File: config.mk
export PLATFORM = sky130hd
export DESIGN_NAME = icmp_probe_reply_classifier_core
export DESIGN_NICKNAME = d
export VERILOG_FILES = /design/src/rtl/iprc_pkg.sv /design/src/rtl/iprc_parser.sv /design/src/rtl/icmp_probe_reply_classifier_core.sv
export VERILOG_INCLUDE_DIRS = /design/src /design/src/rtl
export SDC_FILE = /design/constraint.sdc
export NUM_CORES = 1
export LEC_CHECK = 0
export ABC_AREA = 1
export BUFFER_PORTS_ARGS = -buffer_cell sky130_fd_sc_hd__buf_2
export CORE_UTILIZATION = 45
export CTS_CLUSTER_SIZE = 40
export DETAILED_ROUTE_END_ITERATION = 10
export HOLD_SLACK_MARGIN = 0.02
export PLACE_DENSITY = 0.71
export SLEW_MARGIN = 20
export SYNTH_ARGS = -nofsm -noshare
export SYNTH_HDL_FRONTEND = slang
export SYNTH_HIERARCHICAL = 1
export SYNTH_SLANG_ARGS = --single-unit
File: constraint.sdc
create_clock -name clk -period 8.2 [get_ports clk]
set_input_delay 0.41 -clock clk [delete_from_list [all_inputs] [get_ports clk]]
set_output_delay 0.41 -clock clk [all_outputs]
set_load 0.02 [all_outputs]
File: src/rtl/assert_macros.svh
// Assertion macros shared by the classifier RTL.
`ifndef ASSERT_MACROS_SVH
`define ASSERT_MACROS_SVH
`ifndef NO_ASSERTIONS
`define IPRC_ASSERT(lbl, prop, msg) \
    lbl: assert property (@(posedge clk) disable iff (!rst_n) (prop)) else $error(msg);
`define IPRC_ASSERT_NEXT(lbl, ante, cons, msg) \
    lbl: assert property (@(posedge clk) disable iff (!rst_n) (ante) |=> (cons)) else $error(msg);
`else
`define IPRC_ASSERT(lbl, prop, msg)
`define IPRC_ASSERT_NEXT(lbl, ante, cons, msg)
`endif
`endif

File: src/rtl/iprc_pkg.sv
// Types and constants for the ICMP probe reply classifier.
package iprc_pkg;

    localparam int unsigned BUFFER_BYTES_INT = 1500;
    localparam int unsigned CNT_W = 11;
    localparam logic [CNT_W-1:0] BUFFER_BYTES = CNT_W'(BUFFER_BYTES_INT);

    localparam logic [7:0] ICMP_TIME_EXCEEDED = 8'd11;
    localparam logic [7:0] ICMP_DEST_UNREACH  = 8'd3;
    localparam logic [7:0] CODE_TTL_TRANSIT   = 8'd0;
    localparam logic [7:0] CODE_PORT_UNREACH  = 8'd3;
    localparam logic [7:0] PROTO_UDP          = 8'd17;

    localparam logic [1:0] VERDICT_IGNORED   = 2'd0;
    localparam logic [1:0] VERDICT_ROUTER    = 2'd1;
    localparam logic [1:0] VERDICT_REACHED   = 2'd2;
    localparam logic [1:0] VERDICT_UNREACH   = 2'd3;

    localparam logic CFG_SOURCE_PORT    = 1'b0;
    localparam logic CFG_DEST_PORT_BASE = 1'b1;

    localparam logic [15:0] SOURCE_PORT_RESET    = 16'd32768;
    localparam logic [15:0] DEST_PORT_BASE_RESET = 16'd33434;

    typedef struct packed {
        logic [7:0]  data_byte;
        logic        last_byte;
        logic [15:0] probe_seq;
    } in_t;

    typedef struct packed {
        logic [1:0] verdict;
        logic [7:0] unreach_code;
    } out_t;

endpackage

File: src/rtl/iprc_parser.sv
// Header field capture by byte offset and verdict logic for one packet.
`include "assert_macros.svh"

module iprc_parser (
    input  logic              clk,
    input  logic              rst_n,
    input  logic              fire,
    input  iprc_pkg::in_t     item,
    input  logic [15:0]       source_port,
    input  logic [15:0]       dest_port_base,
    output iprc_pkg::out_t    result
);

    logic [iprc_pkg::CNT_W-1:0] byte_count_reg, byte_count_next;
    logic [5:0]  outer_hdr_len_reg, outer_hdr_len_next;
    logic [5:0]  inner_hdr_len_reg, inner_hdr_len_next;
    logic [7:0]  msg_type_reg, msg_type_next;
    logic [7:0]  msg_code_reg, msg_code_next;
    logic [7:0]  inner_proto_reg, inner_proto_next;
    logic [15:0] src_port_reg, src_port_next;
    logic [15:0] dst_port_reg, dst_port_next;
    logic [15:0] exp_port_reg, exp_port_next;

    logic                       in_buf;
    logic [iprc_pkg::CNT_W-1:0] pos;
    logic [iprc_pkg::CNT_W-1:0] h1;
    logic [iprc_pkg::CNT_W-1:0] udp;
    logic [iprc_pkg::CNT_W-1:0] n;
    logic                       type_ok;
    logic                       len_ok;
    logic                       ports_ok;

    assign in_buf = byte_count_reg < iprc_pkg::BUFFER_BYTES;
    assign pos    = byte_count_reg;

    always_comb
    begin
        outer_hdr_len_next = outer_hdr_len_reg;
        inner_hdr_len_next = inner_hdr_len_reg;
        msg_type_next      = msg_type_reg;
        msg_code_next      = msg_code_reg;
        inner_proto_next   = inner_proto_reg;
        src_port_next      = src_port_reg;
        dst_port_next      = dst_port_reg;
        exp_port_next      = exp_port_reg;
        h1                 = {5'd0, outer_hdr_len_reg};
        udp                = '0;
        if (in_buf && pos == '0)
        begin
            outer_hdr_len_next = {item.data_byte[3:0], 2'b00};
            exp_port_next      = dest_port_base + item.probe_seq;
        end
        h1 = {5'd0, outer_hdr_len_next};
        if (in_buf)
        begin
            if (pos == h1)
                msg_type_next = item.data_byte;
            if (pos == h1 + 11'd1)
                msg_code_next = item.data_byte;
            if (pos == h1 + 11'd8)
                inner_hdr_len_next = {item.data_byte[3:0], 2'b00};
            if (pos == h1 + 11'd17)
                inner_proto_next = item.data_byte;
        end
        udp = h1 + 11'd8 + {5'd0, inner_hdr_len_next};
        if (in_buf)
        begin
            if (pos == udp)
                src_port_next[15:8] = item.data_byte;
            if (pos == udp + 11'd1)
                src_port_next[7:0] = item.data_byte;
            if (pos == udp + 11'd2)
                dst_port_next[15:8] = item.data_byte;
            if (pos == udp + 11'd3)
                dst_port_next[7:0] = item.data_byte;
        end
    end

    assign n = in_buf ? byte_count_reg + 11'd1 : byte_count_reg;

    always_comb
    begin
        byte_count_next = n;
        if (item.last_byte)
            byte_count_next = '0;
    end

    assign type_ok  = (msg_type_next == iprc_pkg::ICMP_TIME_EXCEEDED &&
                       msg_code_next == iprc_pkg::CODE_TTL_TRANSIT) ||
                      msg_type_next == iprc_pkg::ICMP_DEST_UNREACH;
    assign len_ok   = n >= h1 + 11'd28 && n >= udp + 11'd4;
    assign ports_ok = inner_proto_next == iprc_pkg::PROTO_UDP &&
                      src_port_next == source_port &&
                      dst_port_next == exp_port_next;

    always_comb
    begin
        result.verdict      = iprc_pkg::VERDICT_IGNORED;
        result.unreach_code = '0;
        if (type_ok && len_ok && ports_ok)
        begin
            if (msg_type_next == iprc_pkg::ICMP_TIME_EXCEEDED)
                result.verdict = iprc_pkg::VERDICT_ROUTER;
            else if (msg_code_next == iprc_pkg::CODE_PORT_UNREACH)
                result.verdict = iprc_pkg::VERDICT_REACHED;
            else
            begin
                result.verdict      = iprc_pkg::VERDICT_UNREACH;
                result.unreach_code = msg_code_next;
            end
        end
    end

    always_ff @(posedge clk or negedge rst_n)
    begin
        if (!rst_n)
        begin
            byte_count_reg    <= '0;
            outer_hdr_len_reg <= '0;
            inner_hdr_len_reg <= '0;
            msg_type_reg      <= '0;
            msg_code_reg      <= '0;
            inner_proto_reg   <= '0;
            src_port_reg      <= '0;
            dst_port_reg      <= '0;
            exp_port_reg      <= '0;
        end
        else if (fire)
        begin
            byte_count_reg    <= byte_count_next;
            outer_hdr_len_reg <= outer_hdr_len_next;
            inner_hdr_len_reg <= inner_hdr_len_next;
            msg_type_reg      <= msg_type_next;
            msg_code_reg      <= msg_code_next;
            inner_proto_reg   <= inner_proto_next;
            src_port_reg      <= src_port_next;
            dst_port_reg      <= dst_port_next;
            exp_port_reg      <= exp_port_next;
        end
    end

    `IPRC_ASSERT(a_count_sat, byte_count_reg <= iprc_pkg::BUFFER_BYTES,
                 "byte count past buffer")
    `IPRC_ASSERT_NEXT(a_count_clr, fire && item.last_byte, byte_count_reg == '0,
                      "count not cleared")
    `IPRC_ASSERT_NEXT(a_count_inc, fire && !item.last_byte && in_buf,
                      byte_count_reg == $past(byte_count_reg) + 11'd1,
                      "count did not advance")

endmodule

File: src/rtl/icmp_probe_reply_classifier_core.sv
// Top level of the ICMP probe reply classifier: input stage, config, result stage.
//
// Usage: packet bytes enter on the in channel (in_valid / in_stall / in_item),
// one transaction per byte, with last_byte set on the final byte. probe_seq is
// sampled on the first byte of each packet. One result transaction (verdict and
// unreach_code) leaves on the res channel for each packet, after its last byte.
// Result path: a last byte goes through the input register, then field capture and
// matching into the result register; a stalled result can hold it in between.
// Throughput: one byte per clock, set by the single capture stage, but for stalls.
// Receiver stall: a stalled result holds in the result register; non-final
// bytes keep flowing, and a final byte waits in the input register until the
// result register frees, which then stalls the sender.
// Configuration: cfg_we writes cfg_data into the register named by cfg_index
// (0 source_port, 1 dest_port_base); write only while the block is idle.
// Reset: rst_n clears both stages, the byte counter and captured fields, and
// loads source_port 32768 and dest_port_base 33434.
`include "assert_macros.svh"

module icmp_probe_reply_classifier_core (
    input  logic              clk,
    input  logic              rst_n,
    input  logic              in_valid,
    output logic              in_stall,
    input  iprc_pkg::in_t     in_item,
    output logic              res_valid,
    input  logic              res_stall,
    output iprc_pkg::out_t    res_item,
    input  logic              cfg_we,
    input  logic              cfg_index,
    input  logic [15:0]       cfg_data
);

    logic              in_vld_reg, in_vld_next;
    iprc_pkg::in_t     in_data_reg;
    logic              out_vld_reg, out_vld_next;
    iprc_pkg::out_t    out_data_reg;
    logic [15:0]       src_port_reg;
    logic [15:0]       base_port_reg;
    logic              proc_fire;
    logic              res_load;
    iprc_pkg::out_t    result;

    assign proc_fire = in_vld_reg && !(in_data_reg.last_byte && out_vld_reg && res_stall);
    assign res_load  = proc_fire && in_data_reg.last_byte;
    assign in_stall  = in_vld_reg && !proc_fire;

    assign in_vld_next  = in_stall ? in_vld_reg : in_valid;
    assign out_vld_next = res_load ? 1'b1 : (out_vld_reg && res_stall);

    iprc_parser u_parser (
        .clk            (clk),
        .rst_n          (rst_n),
        .fire           (proc_fire),
        .item           (in_data_reg),
        .source_port    (src_port_reg),
        .dest_port_base (base_port_reg),
        .result         (result)
    );

    always_ff @(posedge clk or negedge rst_n)
    begin
        if (!rst_n)
        begin
            in_vld_reg  <= 1'b0;
            out_vld_reg <= 1'b0;
        end
        else
        begin
            in_vld_reg  <= in_vld_next;
            out_vld_reg <= out_vld_next;
        end
    end

    always_ff @(posedge clk)
    begin
        if (in_valid && !in_stall)
            in_data_reg <= in_item;
        if (res_load)
            out_data_reg <= result;
    end

    always_ff @(posedge clk or negedge rst_n)
    begin
        if (!rst_n)
        begin
            src_port_reg  <= iprc_pkg::SOURCE_PORT_RESET;
            base_port_reg <= iprc_pkg::DEST_PORT_BASE_RESET;
        end
        else if (cfg_we)
        begin
            case (cfg_index)
                iprc_pkg::CFG_SOURCE_PORT:    src_port_reg  <= cfg_data;
                iprc_pkg::CFG_DEST_PORT_BASE: base_port_reg <= cfg_data;
                default: ;
            endcase
        end
    end

    assign res_valid = out_vld_reg;
    assign res_item  = out_data_reg;

    `IPRC_ASSERT(a_code_zero, !res_valid || res_item.verdict == iprc_pkg::VERDICT_UNREACH || res_item.unreach_code == '0, "code set without unreachable verdict")
    `IPRC_ASSERT(a_stall_full, !in_stall || in_vld_reg, "stall with empty input register")
    `IPRC_ASSERT_NEXT(a_res_load, res_load, res_valid, "result not presented after last byte")

endmodule

### Yosys cells after proc, flatten, opt, wreduce, memory -nomap -nowiden

Cells that the tools add are included.

| word-level totals | value |
|---|---|
| bits in registers | 164 |
| latch bits | 0 |
| RAM bits | 0 |
| memory bits (read-only) | 0 |
| output and inout port bits | 12 |
| logic and storage cells | 94 |
| memories | 0 |

| cells by class | value |
|---|---|
| add/subtract/negate cells | 11 |
| multipliers | 0 |
| div/mod/pow operators | 0 |
| magnitude comparators | 3 |
| eq/ne operators | 14 |
| shift operators | 0 |
| multiplexer cells | 21 |
| bitwise gates (word level) | 2 |
| reductions and logical operators | 24 |

Operator list:

| operator | count |
|---|---|
| 8-bit two-way mux | 10 |
| 11-bit equality test | 7 |
| 16-bit two-way mux | 3 |
| 16-bit equality test | 2 |
| 11-bit by 1-bit adder with 11-bit output (second input constant) | 2 |
| 11-bit by 2-bit adder with 11-bit output (second input constant) | 2 |
| 11-bit greater-or-equal comparator | 2 |
| 11-bit two-way mux | 2 |
| 6-bit two-way mux | 3 |
| 16-bit adder | 1 |
| 8-bit by 2-bit equality test with 1-bit output (second input constant) | 2 |
| 6-bit by 5-bit adder with 7-bit output (second input constant) | 2 |
| 1-bit logical AND | 14 |
| 11-bit by 3-bit adder with 11-bit output (second input constant) | 1 |
| 11-bit by 6-bit adder with 11-bit output | 1 |
| 11-bit by 6-bit equality test with 1-bit output | 1 |
| 11-bit zero test | 1 |
| 11-bit less-than comparator (second input constant) | 1 |
| 8-bit by 4-bit equality test with 1-bit output (second input constant) | 1 |
| 8-bit by 5-bit equality test with 1-bit output (second input constant) | 1 |
| 8-bit zero test | 1 |
| 6-bit by 1-bit adder with 7-bit output (second input constant) | 1 |
| 6-bit by 4-bit adder with 7-bit output (second input constant) | 1 |
| 2-bit AND reduction | 2 |
| other kinds (6) | 11 |

### Depth between registers and ports, before layout

| depth | value |
|---|---|
| depth in word-level cells | 18 |
| mapped depth | 52 |
| depth with buffers taken out | 48 |

### Modules after synthesis

Netlist, hierarchy kept.

Modules (own cells, without submodules):

| module | instances | cells each | area an instance (sq um) | sequential area each (sq um) |
|---|---|---|---|---|
| iprc_parser | 1 | 1378 | 8837.2 | 2377.3 |
| icmp_probe_reply_classifier_core | 1 | 170 | 2481.1 | 1910.6 |

### Worst setup path after synthesis

OpenSTA, ideal clock, no wires.

| path | value |
|---|---|
| path kind | register to register |
| start point | register u_parser/byte_count_reg[1] in the netlist's numbering |
| end point | register out_data_reg (netlist bit res_item[0]), data pin |
| arrival time | 6289 ps |
| slack | 1773 ps |
| cell stages (with the launch flop) | 50 |
| buffers on the path | 3 |
| period minus slack after synthesis | 6427 ps |
| cell sequence | dfrtp_1 -> buf_2 -> inv_1 -> ha_1 -> inv_1 -> nor2_1 -> nand3_2 -> nor2_4 -> nand2_2 -> nand2_2 -> buf_6 -> inv_1 -> ha_1 -> xnor2_1 -> nand3_1 -> nor3_1 -> clkbuf_1 -> nor2_1 -> [14 not listed] -> ha_1 -> nand2_1 -> or3_1 -> nand2_1 -> o21ai_0 -> inv_1 -> o21ai_0 -> nand2_1 -> nand2_1 -> inv_1 -> nand3_1 -> nor2_1 -> nand2_1 -> nor2_1 -> nand2_1 -> nor2_4 -> nand3_4 -> nor2_2 |

| on the way | value |
|---|---|
| longest elaborated chain between the ends | 18 |
| elaborated cells on any way between the ends | 56 |

RTL lines:

| what | RTL line | RTL |
|---|---|---|
| start, declared | iprc_parser.sv:14 | `logic [iprc_pkg::CNT_W-1:0] byte_count_reg, byte_count_next;` |
| start signal, assigned | iprc_parser.sv:130 | `byte_count_reg <= byte_count_next;` |
| 11-bit less-than comparator / 11-bit zero test (equally long branches) | iprc_parser.sv:33, iprc_parser.sv:48 |  |
| 1-bit logical AND * | iprc_parser.sv:48 | `if (in_buf && pos == '0)` |
| 6-bit two-way mux * | iprc_parser.sv:48 |  |
| via u_parser.outer_hdr_len_next[3] | iprc_parser.sv:15 | `logic [5:0] outer_hdr_len_reg, outer_hdr_len_next;` |
| 6-bit by 4-bit adder with 7-bit output * | iprc_parser.sv:60 | `if (pos == h1 + 11'd8)` |
| 11-bit equality test * | iprc_parser.sv:60 |  |
| 6-bit two-way mux * | iprc_parser.sv:60 |  |
| 6-bit two-way mux * | iprc_parser.sv:54 | `if (in_buf)` |
| via u_parser.inner_hdr_len_next[0] | iprc_parser.sv:16 | `logic [5:0] inner_hdr_len_reg, inner_hdr_len_next;` |
| [3 not listed] | -- |  |
| 8-bit two-way mux | iprc_parser.sv:70 | `if (pos == udp + 11'd1)` |
| 16-bit two-way mux | iprc_parser.sv:66 | `if (in_buf)` |
| 16-bit equality test | iprc_parser.sv:93 | `src_port_next == source_port &&` |
| 1-bit logical AND | iprc_parser.sv:92 | `assign ports_ok = inner_proto_next == iprc_pkg::PROTO_UDP &&` |
| 1-bit logical AND | iprc_parser.sv:93 |  |
| 1-bit logical AND * | iprc_parser.sv:100 | `if (type_ok && len_ok && ports_ok)` |
| 1-bit inverter (no source line) * | -- |  |
| 3-bit OR reduction (no source line) * | -- |  |
| end signal, assigned | icmp_probe_reply_classifier_core.sv:79 | `out_data_reg <= result;` |
| end, declared | icmp_probe_reply_classifier_core.sv:36 | `iprc_pkg::out_t out_data_reg;` |

The timed path passes the listed nets; every way through them passes the cells marked *.
A chain may end at the register's enable or synchronous reset.

### Worst setup path after layout

| path | value |
|---|---|
| start point | register u_parser/byte_count_reg[1] in the netlist's numbering |
| end point | register out_data_reg (netlist bit res_item[4]), data pin |

| on the way | value |
|---|---|
| longest elaborated chain between the ends | 18 |
| elaborated cells on any way between the ends | 56 |

RTL lines:

| what | RTL line |
|---|---|
| 11-bit less-than comparator / 11-bit zero test (equally long branches) | iprc_parser.sv:33, iprc_parser.sv:48 |
| 1-bit logical AND | iprc_parser.sv:48 |
| 6-bit two-way mux | iprc_parser.sv:48 |
| 6-bit by 4-bit adder with 7-bit output | iprc_parser.sv:60 |
| 11-bit equality test | iprc_parser.sv:60 |
| 6-bit two-way mux | iprc_parser.sv:60 |
| 6-bit two-way mux * | iprc_parser.sv:54 |
| via u_parser.inner_hdr_len_next[0] | iprc_parser.sv:16 |
| [3 not listed] | -- |
| 8-bit two-way mux | iprc_parser.sv:70 |
| 16-bit two-way mux | iprc_parser.sv:66 |
| 16-bit equality test | iprc_parser.sv:93 |
| 1-bit logical AND | iprc_parser.sv:92 |
| 1-bit logical AND | iprc_parser.sv:93 |
| 1-bit logical AND * | iprc_parser.sv:100 |
| 1-bit inverter (no source line) * | -- |
| 3-bit OR reduction (no source line) * | -- |

Marked as above.

==> impl_metrics.csv <==
group,metric,value,unit
pwr,leakage,6.35,nW
finish,nets,1696,
timing,final.setup_skew,8.40,ps
worst_setup_path,reg2regPathDepth,47,
synth,synth_top_area_share,27.0,%
synth,ys.flop_type,"dfrtp_1",
worst_setup_path,startpoint_type,"flip-flop",
global_routing,grt_pass1_vias,9414,
global_routing,grt_pass1_wl,48400,um
worst_setup_path,reg2reg_slack,880,ps
synth,synth_top_cell_by_area,"dfrtp_1",
finish,largest_reg_flops,25,
global_routing,track_usage,24.0,%
pwr,power,4.12,mW
finish,drive_above_1_share,13.0,%
clock_tree,cts_setup_buffers,0,
synth,netlist_instances,1548,
route,drtPass1Iterations,6,
global_routing,grt_max_degree,103,
worst_setup_path,path_depth,47,
run,cap_viol_max_count,0,
worst_setup_path,slowest_stage,"dfrtp_1",
worst_setup_path,crit_top_cell,"nand2_1",
floorplan,die_h,161,um
finish,antenna_cells,0,
route,wl,29900,um
floorplan,core_area,24500,um2
global_routing,gr-total-overflow,0,
timing,min_period,7320,ps
global_routing,antenna_found_initial,0,
clock_tree,cts_resized,0,
synth,syn_area_per_cell,7.31,um2
finish,n_fill_cell,2359,
outcome,violations,"hold timing",
floorplan,initial_core_util,46.3,%
worst_setup_path,worstPathMaxFanout,14,
timing,maxSlewHeadroom,38.7,%
worst_setup_path,critical_path_required,8500,ps
clock_tree,cts-root-buf,"clkbuf_16",
route,antenna_left,0,
clock_tree,cts_tree,"done",
route,detail_route.wl_per_cell,15.5,um
timing,worst_pin_slew,919,ps
floorplan,dieArea,25800,um2
route,num_vias,10000,
finish,multi_input_area,6010,um2
synth,syn-num-nets,1647,
finish,final_cell_mix,"483 x nand2_1, 202 x inv_1, 144 x nand3_1",
outcome,status,"finished with violations",
finish,final_common_cell,"nand2_1",
clock_tree,holdBufCountCts,0,
worst_setup_path,crit_path_max_incr_delay,520,ps
route,post_drt_via_cell_ratio,5.19,
worst_setup_path,worstPathArrival,7620,ps
finish,regArea,4290,um2
timing,drv_slew,0,
synth,yosysWarnings,6,
finish,syn2layout_area_growth,10.1,%
clock_tree,path_clk_slew,70,ps
floorplan,io_pins,59,
pwr,peakVddDrop,0.166,mV
worst_setup_path,path_buf_inv,9,
pwr,power.density,331,nW/um2
worst_setup_path,crit_type,"reg -> reg",
place,place.gp.congestion,0.943,
worst_setup_path,cp_top_family,"simple AND/OR/NAND/NOR gates",
finish,finalInstanceArea,12500,um2
synth,ys_seq_area_share,37.9,%
timing,setup_tns,0,ps
clock_tree,clockBufferDepth,2,
route,drtIter0Drc,732,
worst_setup_path,r2r-end,"res_item[4]",
timing,hold_violations,1,
synth,synth_seq_cells,164,
floorplan,num_rows,57,
worst_setup_path,rr_startpoint,"u_parser/byte_count_reg[1]",
synth,netlist_area,11300,um2
clock_tree,insertion_delay,430,ps
timing,post-route-period-util,89.3,%
place,dpl_cell_area,11900,um2
timing,rsz0062_at_grt,"no",
clock_tree,h-tree-depth,4,
clock_tree,cts_made_buffers,17,
synth,async_reset_ff_share,78.7,%
worst_setup_path,cp-end-kind,"flip-flop",
timing,finalSetupViolCount,0,
timing,fmax,137,MHz
hold_path,min-delay-path-class,"in -> async",
route,remaining_drc_errors,0,
synth,synth.area.top_cells,"dfrtp_1 27%, nand2_1 16%, edfxtp_1 9.3%",
synth,synth-edff-count,35,
clock_tree,cts_sinks,164,
place,dp_hpwl,22500,um
synth,ys_types,53,
place,io_buffers,58,
floorplan,die_x,161,um
timing,hold_slack,-4.35,ps
-- cells by family (layout without fill, tap and decap cells) --
logic type | count (synthesis) | count (layout) | share of synthesized area [%]
AOI/OAI and AO/OA | 205 | 205 | 10.4
DFF | 164 | 164 | 37.9
adders and majority gates | 52 | 52 | 5.88
and+or+nand+nor | 836 | 836 | 33.6
other | 1 | 1 | 0.0331
buffers and inverters | 249 | 311 | 9.00
xor gates and xnor gates | 41 | 41 | 3.17
-- metal layers --
layer | up-vias | routed length, um | global-route usage, %
li1 | 5095 | - | -
met1 | 4601 | 13300 | 30.6
met2 | 274 | 14000 | 39.7
met3 | 67 | 1330 | 3.87
met4 | 0 | 1240 | 11.4
met5 | - | 0 | 0
-- synthesized netlist by cell type, types with 7 or more instances --
| cell type | n |
|---|---|
| nand2_1 | 483 |
| inv_1 | 203 |
| nand3_1 | 144 |
| dfrtp_1 | 122 |
| o21ai_0 | 111 |
| nor2_1 | 91 |
| ha_1 | 50 |
| edfxtp_1 | 35 |
| a21oi_1 | 34 |
| xor2_1 | 31 |
| o21ai_2 | 27 |
| nand4_1 | 22 |
| clkbuf_1 | 19 |
| nand2_2 | 18 |
| nand3b_1 | 18 |
| nor2_2 | 16 |
| o22ai_1 | 11 |
| nand3_2 | 10 |
| nor2_4 | 10 |
| xnor2_1 | 10 |
| o21ai_1 | 9 |
| buf_6 | 8 |
| dfstp_2 | 7 |
| nand2_4 | 7 |
-- where the power goes --
part | internal (mW) | switching [mW]
combinational | 0.698 | 1.45
clock | 0.440 | 0.377
sequential | 1.04 | 0.117
total | 2.18 | 1.95
-- area by class of cell --
type,instances,share of cell area [%]
multi-input combinational,1135,48.3
sequential,164,34.4
inverter,213,6.42
clock buffer,19,3.81
tap,324,3.25
timing repair buffer,66,2.86
clock inverter,13,0.994
-- per-stage QoR --
step	setup WS (ps)	util [%]	instances
after global placement	1210	48.5	1902
after floorplan	1770	-	1548
final	879	51.0	1934
after global routing	129	51.0	1934
after CTS	899	50.9	1934
after detailed placement	955	48.5	1902
-- how the worst max path moves through the flow --
stage / start / end / slack, ps
floorplan: u_parser/byte_count_reg[1] / res_item[0] / 1770
global placement: u_parser/byte_count_reg[1] / res_item[5] / 1210
detailed placement: u_parser/byte_count_reg[1] / res_item[4] / 960
CTS: u_parser/byte_count_reg[1] / res_item[4] / 900
global route: u_parser/byte_count_reg[1] / res_item[4] / 130
finish: u_parser/byte_count_reg[1] / res_item[4] / 880
-- worst register-to-register path, delay by kind of cell (launching register included) --
kind | cells | cell delay, ps
fa+ha+maj | 5 | 1460
buf+inv | 9 | 850
xor+xnor | 1 | 180
flops | 1 | 520
simple gates | 30 | 4040
compound gates | 2 | 130
Note: power is estimated with default switching activity, not from simulation.
